File: config.mk
export PLATFORM = sky130hd
export DESIGN_NAME = generation_handle_page_allocator
export DESIGN_NICKNAME = d
export VERILOG_FILES = /design/src/rtl/ghpa_pkg.sv /design/src/rtl/ghpa_ctrl.sv /design/src/rtl/ghpa_dp.sv /design/src/rtl/generation_handle_page_allocator.sv
export SDC_FILE = /design/constraint.sdc
export NUM_CORES = 1
export LEC_CHECK = 0
export BUFFER_PORTS_ARGS = -buffer_cell sky130_fd_sc_hd__buf_4
export CAP_MARGIN = 20
export CORE_MARGIN = 4
export CORE_UTILIZATION = 61
export DETAILED_ROUTE_END_ITERATION = 6
export PLACE_DENSITY = 0.79
export SYNTH_ARGS = -nofsm -noshare
export SYNTH_HDL_FRONTEND = slang
export SYNTH_SLANG_ARGS = --single-unit
File: constraint.sdc
create_clock -name clk -period 8.2 [get_ports clk]
set_clock_uncertainty 0.15 [all_clocks]
set_input_delay 1.64 -clock clk [delete_from_list [all_inputs] [get_ports clk]]
set_output_delay 1.64 -clock clk [all_outputs]
set_load 0.03 [all_outputs]
File: src/rtl/ghpa_pkg.sv
// ----------------------------------------------------------------------------
// ghpa_pkg: shared types and codes for the handle page allocator
// request and response words, operation codes, controller states and the
// command group passed from the controller to the datapath
// ----------------------------------------------------------------------------
`timescale 1ns / 1ps
`default_nettype none

package ghpa_pkg;

  localparam int FUNC_W = 3;
  localparam int ID_W   = 5;
  localparam int GEN_W  = 32;
  localparam int USED_W = 5;

  // operation codes
  localparam logic [FUNC_W-1:0] FUNC_ALLOC    = 3'd0;
  localparam logic [FUNC_W-1:0] FUNC_RELEASE  = 3'd1;
  localparam logic [FUNC_W-1:0] FUNC_QUERY    = 3'd2;
  localparam logic [FUNC_W-1:0] FUNC_ACTIVATE = 3'd3;
  localparam logic [FUNC_W-1:0] FUNC_SHUTDOWN = 3'd4;
  localparam logic [FUNC_W-1:0] FUNC_INIT     = 3'd5;

  typedef struct packed {
    logic [FUNC_W-1:0] func;
    logic [ID_W-1:0]   page_id;
    logic [GEN_W-1:0]  page_generation;
  } req_t;

  typedef struct packed {
    logic              ok;
    logic [ID_W-1:0]   new_id;
    logic [GEN_W-1:0]  new_generation;
    logic [ID_W-1:0]   active_id;
    logic [GEN_W-1:0]  active_generation;
    logic [ID_W-1:0]   pending_id;
    logic [GEN_W-1:0]  pending_generation;
    logic              update_pending;
    logic [USED_W-1:0] used_pages;
    logic              is_initialized;
  } rsp_t;

  typedef enum logic {
    ST_IDLE,
    ST_EXEC
  } state_t;

  typedef struct packed {
    logic capture;  // latch request, read generation store, register free search
    logic execute;  // apply the operation and load the response register
  } cmd_t;

endpackage

`default_nettype wire

File: src/rtl/ghpa_ctrl.sv
// ----------------------------------------------------------------------------
// ghpa_ctrl: request sequencer
// two-state controller: capture a request word, then execute it once the
// response register is free; owns the response valid flag
// ----------------------------------------------------------------------------
`timescale 1ns / 1ps
`default_nettype none

module ghpa_ctrl (
  input  wire               clk,
  input  wire               rst,
  input  wire               req_valid,
  output logic              req_stall,
  output logic              rsp_valid,
  input  wire               rsp_stall,
  output ghpa_pkg::cmd_t    cmd
);

  ghpa_pkg::state_t state, state_next;
  logic             rsp_valid_next;
  logic             rsp_free;

  assign rsp_free = !rsp_valid || !rsp_stall;

  always_ff @(posedge clk) begin
    if (rst) begin
      state     <= ghpa_pkg::ST_IDLE;
      rsp_valid <= 1'b0;
    end else begin
      state     <= state_next;
      rsp_valid <= rsp_valid_next;
    end
  end

  // next state
  always_comb begin
    state_next = state;
    unique case (state)
      ghpa_pkg::ST_IDLE: begin
        if (req_valid) state_next = ghpa_pkg::ST_EXEC;
      end
      ghpa_pkg::ST_EXEC: begin
        if (rsp_free) state_next = ghpa_pkg::ST_IDLE;
      end
      default: state_next = ghpa_pkg::ST_IDLE;
    endcase
  end

  // outputs
  always_comb begin
    req_stall   = 1'b1;
    cmd.capture = 1'b0;
    cmd.execute = 1'b0;
    unique case (state)
      ghpa_pkg::ST_IDLE: begin
        req_stall   = 1'b0;
        cmd.capture = req_valid;
      end
      ghpa_pkg::ST_EXEC: begin
        cmd.execute = rsp_free;
      end
      default: begin
        req_stall = 1'b1;
      end
    endcase
  end

  always_comb begin
    if (cmd.execute) begin
      rsp_valid_next = 1'b1;
    end else if (!rsp_stall) begin
      rsp_valid_next = 1'b0;
    end else begin
      rsp_valid_next = rsp_valid;
    end
  end

`ifndef SYNTHESIS
  a_accept_to_exec: assert property (@(posedge clk) disable iff (rst)
    req_valid && !req_stall |=> state == ghpa_pkg::ST_EXEC)
    else $error("accepted request did not move to execute");

  a_exec_gives_rsp: assert property (@(posedge clk) disable iff (rst)
    cmd.execute |=> rsp_valid && state == ghpa_pkg::ST_IDLE)
    else $error("execute did not present a response");

  a_no_exec_when_blocked: assert property (@(posedge clk) disable iff (rst)
    rsp_valid && rsp_stall |-> !cmd.execute)
    else $error("execute overwrote a stalled response");
`endif

endmodule

`default_nettype wire

File: src/rtl/ghpa_dp.sv
// ----------------------------------------------------------------------------
// ghpa_dp: page table datapath
// page flags, generation store, handles, counters and the response register
// ----------------------------------------------------------------------------
`timescale 1ns / 1ps
`default_nettype none

module ghpa_dp #(
  parameter int PAGE_COUNT = 16
) (
  input  wire              clk,
  input  wire              rst,
  input  ghpa_pkg::cmd_t   cmd,
  input  ghpa_pkg::req_t   req,
  output ghpa_pkg::rsp_t   rsp
);

  localparam int IDX_W = $clog2(PAGE_COUNT);
  localparam int CNT_W = $clog2(PAGE_COUNT + 1);

  // page state
  logic [PAGE_COUNT-1:0]          in_use, in_use_next;
  logic [PAGE_COUNT-1:0]          ready, ready_next;
  logic [PAGE_COUNT-1:0]          gen_valid, gen_valid_next;
  logic [ghpa_pkg::GEN_W-1:0]     gen_mem [PAGE_COUNT];
  logic                           mem_we;

  // global state
  logic [ghpa_pkg::GEN_W-1:0]     gen_counter, gen_counter_next;
  logic [ghpa_pkg::ID_W-1:0]      active_id, active_id_next;
  logic [ghpa_pkg::GEN_W-1:0]     active_gen, active_gen_next;
  logic [ghpa_pkg::ID_W-1:0]      pending_id, pending_id_next;
  logic [ghpa_pkg::GEN_W-1:0]     pending_gen, pending_gen_next;
  logic                           update_flag, update_flag_next;
  logic                           init_mark, init_mark_next;
  logic [CNT_W-1:0]               used_cnt, used_cnt_next;

  // captured request
  logic [ghpa_pkg::FUNC_W-1:0]    op_func;
  logic [ghpa_pkg::ID_W-1:0]      op_id;
  logic [ghpa_pkg::GEN_W-1:0]     op_gen;
  logic [IDX_W-1:0]               op_idx;
  logic                           id_ok;
  logic [ghpa_pkg::GEN_W-1:0]     rd_gen;
  logic                           rd_valid;
  logic                           free_found;
  logic [IDX_W-1:0]               free_idx;

  // request side decode and free search
  logic                           req_id_ok;
  logic [ghpa_pkg::ID_W-1:0]      req_id_m1;
  logic [IDX_W-1:0]               req_idx;
  logic                           srch_found;
  logic [IDX_W-1:0]               srch_idx;

  // execute side
  logic [ghpa_pkg::GEN_W-1:0]     stored_gen;
  logic                           gen_match;
  logic [IDX_W:0]                 free_num;
  ghpa_pkg::rsp_t                 rsp_next;

  assign req_id_ok = (req.page_id != '0) && (int'(req.page_id) <= PAGE_COUNT);
  assign req_id_m1 = req.page_id - ghpa_pkg::ID_W'(1);
  assign req_idx   = req_id_ok ? IDX_W'(req_id_m1) : '0;

  // lowest page not in use
  always_comb begin
    srch_found = 1'b0;
    srch_idx   = '0;
    for (int i = PAGE_COUNT - 1; i >= 0; i--) begin
      if (!in_use[i]) begin
        srch_found = 1'b1;
        srch_idx   = IDX_W'(i);
      end
    end
  end

  always_ff @(posedge clk) begin
    if (cmd.capture) begin
      op_func    <= req.func;
      op_id      <= req.page_id;
      op_gen     <= req.page_generation;
      op_idx     <= req_idx;
      id_ok      <= req_id_ok;
      rd_valid   <= gen_valid[req_idx];
      free_found <= srch_found;
      free_idx   <= srch_idx;
    end
  end

  // generation store: one write, one registered read
  always_ff @(posedge clk) begin
    if (mem_we) gen_mem[free_idx] <= gen_counter;
    if (cmd.capture) rd_gen <= gen_mem[req_idx];
  end

  assign stored_gen = rd_valid ? rd_gen : '0;
  assign gen_match  = id_ok && (stored_gen == op_gen);
  assign free_num   = {1'b0, free_idx} + {{IDX_W{1'b0}}, 1'b1};

  always_comb begin
    in_use_next      = in_use;
    ready_next       = ready;
    gen_valid_next   = gen_valid;
    mem_we           = 1'b0;
    gen_counter_next = gen_counter;
    active_id_next   = active_id;
    active_gen_next  = active_gen;
    pending_id_next  = pending_id;
    pending_gen_next = pending_gen;
    update_flag_next = update_flag;
    init_mark_next   = init_mark;
    used_cnt_next    = used_cnt;
    rsp_next         = '0;

    unique case (op_func)
      ghpa_pkg::FUNC_ALLOC: begin
        if (init_mark && free_found) begin
          in_use_next[free_idx]    = 1'b1;
          ready_next[free_idx]     = 1'b0;
          gen_valid_next[free_idx] = 1'b1;
          mem_we                   = cmd.execute;
          gen_counter_next         = gen_counter + ghpa_pkg::GEN_W'(1);
          used_cnt_next            = used_cnt + CNT_W'(1);
          rsp_next.ok              = 1'b1;
          rsp_next.new_id          = ghpa_pkg::ID_W'(free_num);
          rsp_next.new_generation  = gen_counter;
        end
      end
      ghpa_pkg::FUNC_RELEASE: begin
        if (gen_match) begin
          ready_next[op_idx]  = 1'b0;
          in_use_next[op_idx] = 1'b0;
          if (in_use[op_idx]) used_cnt_next = used_cnt - CNT_W'(1);
          rsp_next.ok = 1'b1;
        end
      end
      ghpa_pkg::FUNC_QUERY: begin
        rsp_next.ok = gen_match && ready[op_idx];
      end
      ghpa_pkg::FUNC_ACTIVATE: begin
        if (gen_match && in_use[op_idx]) begin
          ready_next[op_idx] = 1'b1;
          // only a live active handle is parked as pending
          if (active_id != '0) begin
            pending_id_next  = active_id;
            pending_gen_next = active_gen;
          end
          active_id_next   = op_id;
          active_gen_next  = op_gen;
          update_flag_next = 1'b1;
          rsp_next.ok      = 1'b1;
        end
      end
      ghpa_pkg::FUNC_SHUTDOWN: begin
        init_mark_next   = 1'b0;
        in_use_next      = '0;
        ready_next       = '0;
        active_id_next   = '0;
        active_gen_next  = '0;
        pending_id_next  = '0;
        pending_gen_next = '0;
        update_flag_next = 1'b0;
        used_cnt_next    = '0;
        rsp_next.ok      = 1'b1;
      end
      ghpa_pkg::FUNC_INIT: begin
        if (!init_mark) begin
          in_use_next    = '0;
          ready_next     = '0;
          gen_valid_next = '0;
          used_cnt_next  = '0;
          init_mark_next = 1'b1;
        end
        rsp_next.ok = 1'b1;
      end
      default: begin
        rsp_next.ok = 1'b0;
      end
    endcase

    rsp_next.active_id          = active_id_next;
    rsp_next.active_generation  = active_gen_next;
    rsp_next.pending_id         = pending_id_next;
    rsp_next.pending_generation = pending_gen_next;
    rsp_next.update_pending     = update_flag_next;
    rsp_next.used_pages         = ghpa_pkg::USED_W'(used_cnt_next);
    rsp_next.is_initialized     = init_mark_next;
  end

  always_ff @(posedge clk) begin
    if (rst) begin
      in_use      <= '0;
      ready       <= '0;
      gen_valid   <= '0;
      gen_counter <= ghpa_pkg::GEN_W'(1);
      active_id   <= '0;
      active_gen  <= '0;
      pending_id  <= '0;
      pending_gen <= '0;
      update_flag <= 1'b0;
      init_mark   <= 1'b0;
      used_cnt    <= '0;
    end else if (cmd.execute) begin
      in_use      <= in_use_next;
      ready       <= ready_next;
      gen_valid   <= gen_valid_next;
      gen_counter <= gen_counter_next;
      active_id   <= active_id_next;
      active_gen  <= active_gen_next;
      pending_id  <= pending_id_next;
      pending_gen <= pending_gen_next;
      update_flag <= update_flag_next;
      init_mark   <= init_mark_next;
      used_cnt    <= used_cnt_next;
    end
  end

  always_ff @(posedge clk) begin
    if (cmd.execute) rsp <= rsp_next;
  end

`ifndef SYNTHESIS
  a_used_matches_flags: assert property (@(posedge clk) disable iff (rst)
    int'(used_cnt) == $countones(in_use))
    else $error("used page count out of step with in-use flags");

  a_ready_implies_in_use: assert property (@(posedge clk) disable iff (rst)
    (ready & ~in_use) == '0)
    else $error("page ready while not in use");

  a_idle_pool_empty: assert property (@(posedge clk) disable iff (rst)
    !init_mark |-> in_use == '0)
    else $error("page in use while pool not initialized");
`endif

endmodule

`default_nettype wire

File: src/rtl/generation_handle_page_allocator.sv
// ----------------------------------------------------------------------------
// generation_handle_page_allocator: generational handle page pool
// a request word accepted in idle is executed once the response register is
// free, which loads it and sets response valid; req_stall stays high until then
// the capture step serves the registered read of the page generation store
// reset clears page flags, generation valid bits, handles, update flag and
// initialized mark and sets the generation counter to 1; no clearing pass
// ----------------------------------------------------------------------------
`timescale 1ns / 1ps
`default_nettype none

module generation_handle_page_allocator #(
  parameter int PAGE_COUNT = 16
) (
  input  wire             clk,
  input  wire             rst,

  // request channel
  input  wire             req_valid,
  output logic            req_stall,
  input  ghpa_pkg::req_t  req,

  // response channel
  output logic            rsp_valid,
  input  wire             rsp_stall,
  output ghpa_pkg::rsp_t  rsp
);

  // controller to datapath commands
  ghpa_pkg::cmd_t cmd;

  // sequencer: idle takes a word, execute waits for a free response register
  ghpa_ctrl u_ctrl (
    .clk       (clk),
    .rst       (rst),
    .req_valid (req_valid),
    .req_stall (req_stall),
    .rsp_valid (rsp_valid),
    .rsp_stall (rsp_stall),
    .cmd       (cmd)
  );

  // page table, generation store, handles and response register
  ghpa_dp #(
    .PAGE_COUNT (PAGE_COUNT)
  ) u_dp (
    .clk (clk),
    .rst (rst),
    .cmd (cmd),
    .req (req),
    .rsp (rsp)
  );

endmodule

`default_nettype wire
==> summary.txt <==
Worst hold path
  – Min-Delay Endpoint: u_dp.gen_valid[6]$_SDFFE_PP0P_
  – Hold path cells: 1
  – Worst Min Path Start: u_dp.gen_valid[6]$_SDFFE_PP0P_
  – Worst Hold Class: flop to flop

Yosys
  – Async S/R FF share, synth: 0
  – Synthesis Warnings: 0
  – Sequential share of the synthesized area: 0.689
  – Most used DFF post-synth: edfxtp_1
  – Synth Instances: 2805
  – Number of synthesized flops with an enable pin: roughly 700
  – Syn_area_per_cell: about 13 um^2
  – Syn Nets: roughly 2900
  – Synth cell types: 74
  – Post-Syn Area: approximately 36000 um^2
  – Seq cells post-synth: 877

Placement
  – IO Port Bufs: ~160
  – Pre-CTS setup slack: 2.11 ns
  – Routability Congestion: 0.932
  – HPWL Detailed: 53500 um

Run
  – Total of max-cap violations: 0

Pwr
  – Leakage: 14.8 nW
  – PwrDens: between 200 and 250 nW/um^2
  – Power, Total: 0.00969 W
  – Peak VDD IR: 282 uV

Timing
  – Final Max Tran Viols: 0
  – Tmin final: 5.54 ns
  – Fmax: 180 MHz
  – Final WS setup: 2.66 ns
  – Finish-stage setup viols: 0
  – Hold Violations, Final: 0
  – Max transition margin: 0.229
  – Worst slew pin tran: around 1.1 ns
  – Period utilisation layout: 0.676
  – RSZ-0062 raised after global routing: false
  – Fin Setup TNS: 0 ns

Die
  – Ports: 165
  – Chip Width: between 200 and 300 um
  – Die area: 62700 um^2
  – Row count: 88
  – Initial Utilization: 0.619
  – Die height: 250 um
  – Core Area: 57900 um^2

Clocking
  – Clk root buf: clkbuf_16
  – Clk slew on worst S/H paths: approximately 0.060 ns
  – Post-CTS Hold Fix Bufs: 0
  – Post-cts sizing count: 0
  – Clk sinks: 877
  – Total CTS buffers: 87
  – Clock Path Buffers: 3
  – Clock Latency Late Sink: 0.64 ns
  – Post-CTS Setup Repair Bufs: 0
  – H-tree Lvls: 3
  – CTS tree: built

Critical path
  – Crit path buffers/inverters: 4
  – Worst stage delay on the critical path: between 0.8 and 0.9 ns
  – Capture point of the worst reg-to-reg path: u_dp.gen_mem[11][5]$_DFFE_PP_
  – Reg2Reg Setup Slack: 3.76 ns
  – Setup crit start kind: input port
  – Reg2reg start: u_dp.op_func[2]$_DFFE_PP_
  – Arr. time, crit path: 5.87 ns
  – Critical path depth: 12
  – Crit path cell chain: buf_4 > inv_2 > ha_1 > nor3b_1 > xor2_1 > nand2b_4 > inv_4 > buf_4 > nand2_1 > a311oi_1 > a311oi_1 > a21oi_1
  – Max FO, Critical Path: 90
  – Critical path endpoint category: flop
  – CP max stage cell: inv_4
  – Critical path class: input port to flop
  – Crit-path leading delay family: buffers and inverters
  – Worst-case reg-to-reg path depth: 6
  – WP data required: 8.53 ns

GRT
  – Top Usage Layer GRT: met2
  – Grt met1 use: 0.404
  – Initial antenna violation count: 4
  – Vias in the first global route: 23940
  – Met3 global-route usage: 0.0593
  – Grt ovf: 0
  – Wire length of the first global-routing pass: 143000 um
  – Pin count of the biggest net entering global routing: 109
  – M2 GR Usage: 0.475
  – Total track usage: 0.295

Drt
  – Antenna viol nets, final: 0
  – Drc violations: 0
  – WL per Instance: 25.3 um
  – Post-Route WL: 95000 um
  – Total number of vias: 24641
  – Pre-antenna DRT Iters: 6
  – Drt via density: 6.56
  – DR iter-0 viols: 3394

Finish
  – Nets: 2969
  – Commonest non-fill, non-tap cells in the layout: edfxtp_1, nand2_1, buf_4
  – Area Growth Syn to Fin: 14.0%
  – Commonest non-fill, non-tap cell in the layout: edfxtp_1
  – Fill cells: 3777
  – Layout cells sized above 1: 0.142

Status
  – Status: finished clean
## registers in the layout, summed over array words and instances (netlist names), 3 cells and up
name              count
u_dp.in_use          16
u_dp.rd_gen          32
u_dp.gen_mem        512
u_dp.free_idx         4
u_dp.pending_id       5
u_dp.used_cnt         5
u_dp.op_idx           4
u_dp.gen_valid       16
u_dp.op_func          3
u_dp.pending_gen     32
u_dp.active_id        5
u_dp.ready           16
u_dp.op_id            5
u_dp.op_gen          32
u_dp.gen_counter     32
u_dp.rsp            119
u_dp.active_gen      32
## stage by stage
stage | utilization | hold slack [ns] | cell area [um^2] | cells
finish | 0.706 | 0.309 | 40900 | 3756
CTS | 0.704 | 0.312 | 40800 | 3748
global route | 0.706 | 0.329 | 40900 | 3754
detailed placement | 0.653 | 0.298 | 37800 | 3587
floorplan | - | 0.282 | 35900 | 2805
global placement | 0.653 | 0.291 | 37800 | 3587
## cell usage after synthesis (all sizes together) (19+ instances only)
cell / instances / area share
o21a: 19 / 0.0040
a21oi: 67 / 0.0095
xor2: 26 / 0.0064
a31oi: 38 / 0.0066
and3: 42 / 0.0073
a22o: 81 / 0.020
mux2i: 71 / 0.020
and2: 69 / 0.012
a22oi: 21 / 0.0044
nand2: 522 / 0.055
a311oi: 115 / 0.028
o21ai: 111 / 0.015
buf: 40 / 0.0065
clkbuf: 155 / 0.016
a211oi: 81 / 0.017
inv: 25 / 0.0026
nor2: 122 / 0.013
nand3: 108 / 0.015
o22a: 23 / 0.0056
edfxtp: 714 / 0.60
dfxtp: 163 / 0.091
## worst max path at each step
stage / start / slack [ns] / end
2_1_floorplan: rsp_stall / 1.51 / u_dp.active_gen[23]$_SDFFE_PP0P_
3_3_place_gp: req[32] / 2.28 / u_dp.rd_gen[29]$_DFFE_PP_
3_5_place_dp: req[32] / 2.11 / u_dp.rd_gen[23]$_DFFE_PP_
4_1_cts: req[32] / 2.74 / u_dp.rd_gen[4]$_DFFE_PP_
5_1_grt: req[32] / 2.42 / u_dp.rd_gen[29]$_DFFE_PP_
6_report: req[32] / 2.66 / u_dp.rd_gen[23]$_DFFE_PP_
## where the power goes
group,switching [W],internal [W]
registers,0.0000919,0.00486
logic,0.000433,0.000201
clock network,0.00171,0.00240
total,0.00223,0.00746
## worst reg2reg max path: cells and delay by family, from the launching register on
family / cells / cell delay [ns]
flip-flops: 1 / 0.39
buffers and inverters: 3 / 1.25
AND/OR/NAND/NOR: 3 / 2.33
## layout make-up
type,count,area [um^2],share of cell area
flip-flops and latches,877,24700,0.604
multi-input cells,1708,10400,0.256
clock buffers,104,2300,0.0563
repair buffers,217,1700,0.0416
well taps,765,957,0.0234
clock inverters,57,668,0.0163
inverters,25,103,0.00251
diodes,3,7.51,0.000184
## per-layer routing
metal  wire (um)  up-vias  share of wire
li1            -    10785              -
met1       36300    12016           0.38
met2       45100     1597           0.48
met5           0        -              0
met4        3440        0          0.036
met3       10100      243           0.11
## kinds of logic (layout without fill, tap and decap cells)
group / Yosys count / in the layout / synth area share
simple gates: 971 / 971 / 0.124
flops: 877 / 877 / 0.689
compound gates: 603 / 603 / 0.122
buf+inv: 220 / 403 / 0.0253
mux: 82 / 82 / 0.0261
xor+xnor: 43 / 43 / 0.0105
fa+ha+maj: 9 / 9 / 0.00314
other cells: 0 / 3 / 0
Power figures use the tool's default switching activity.
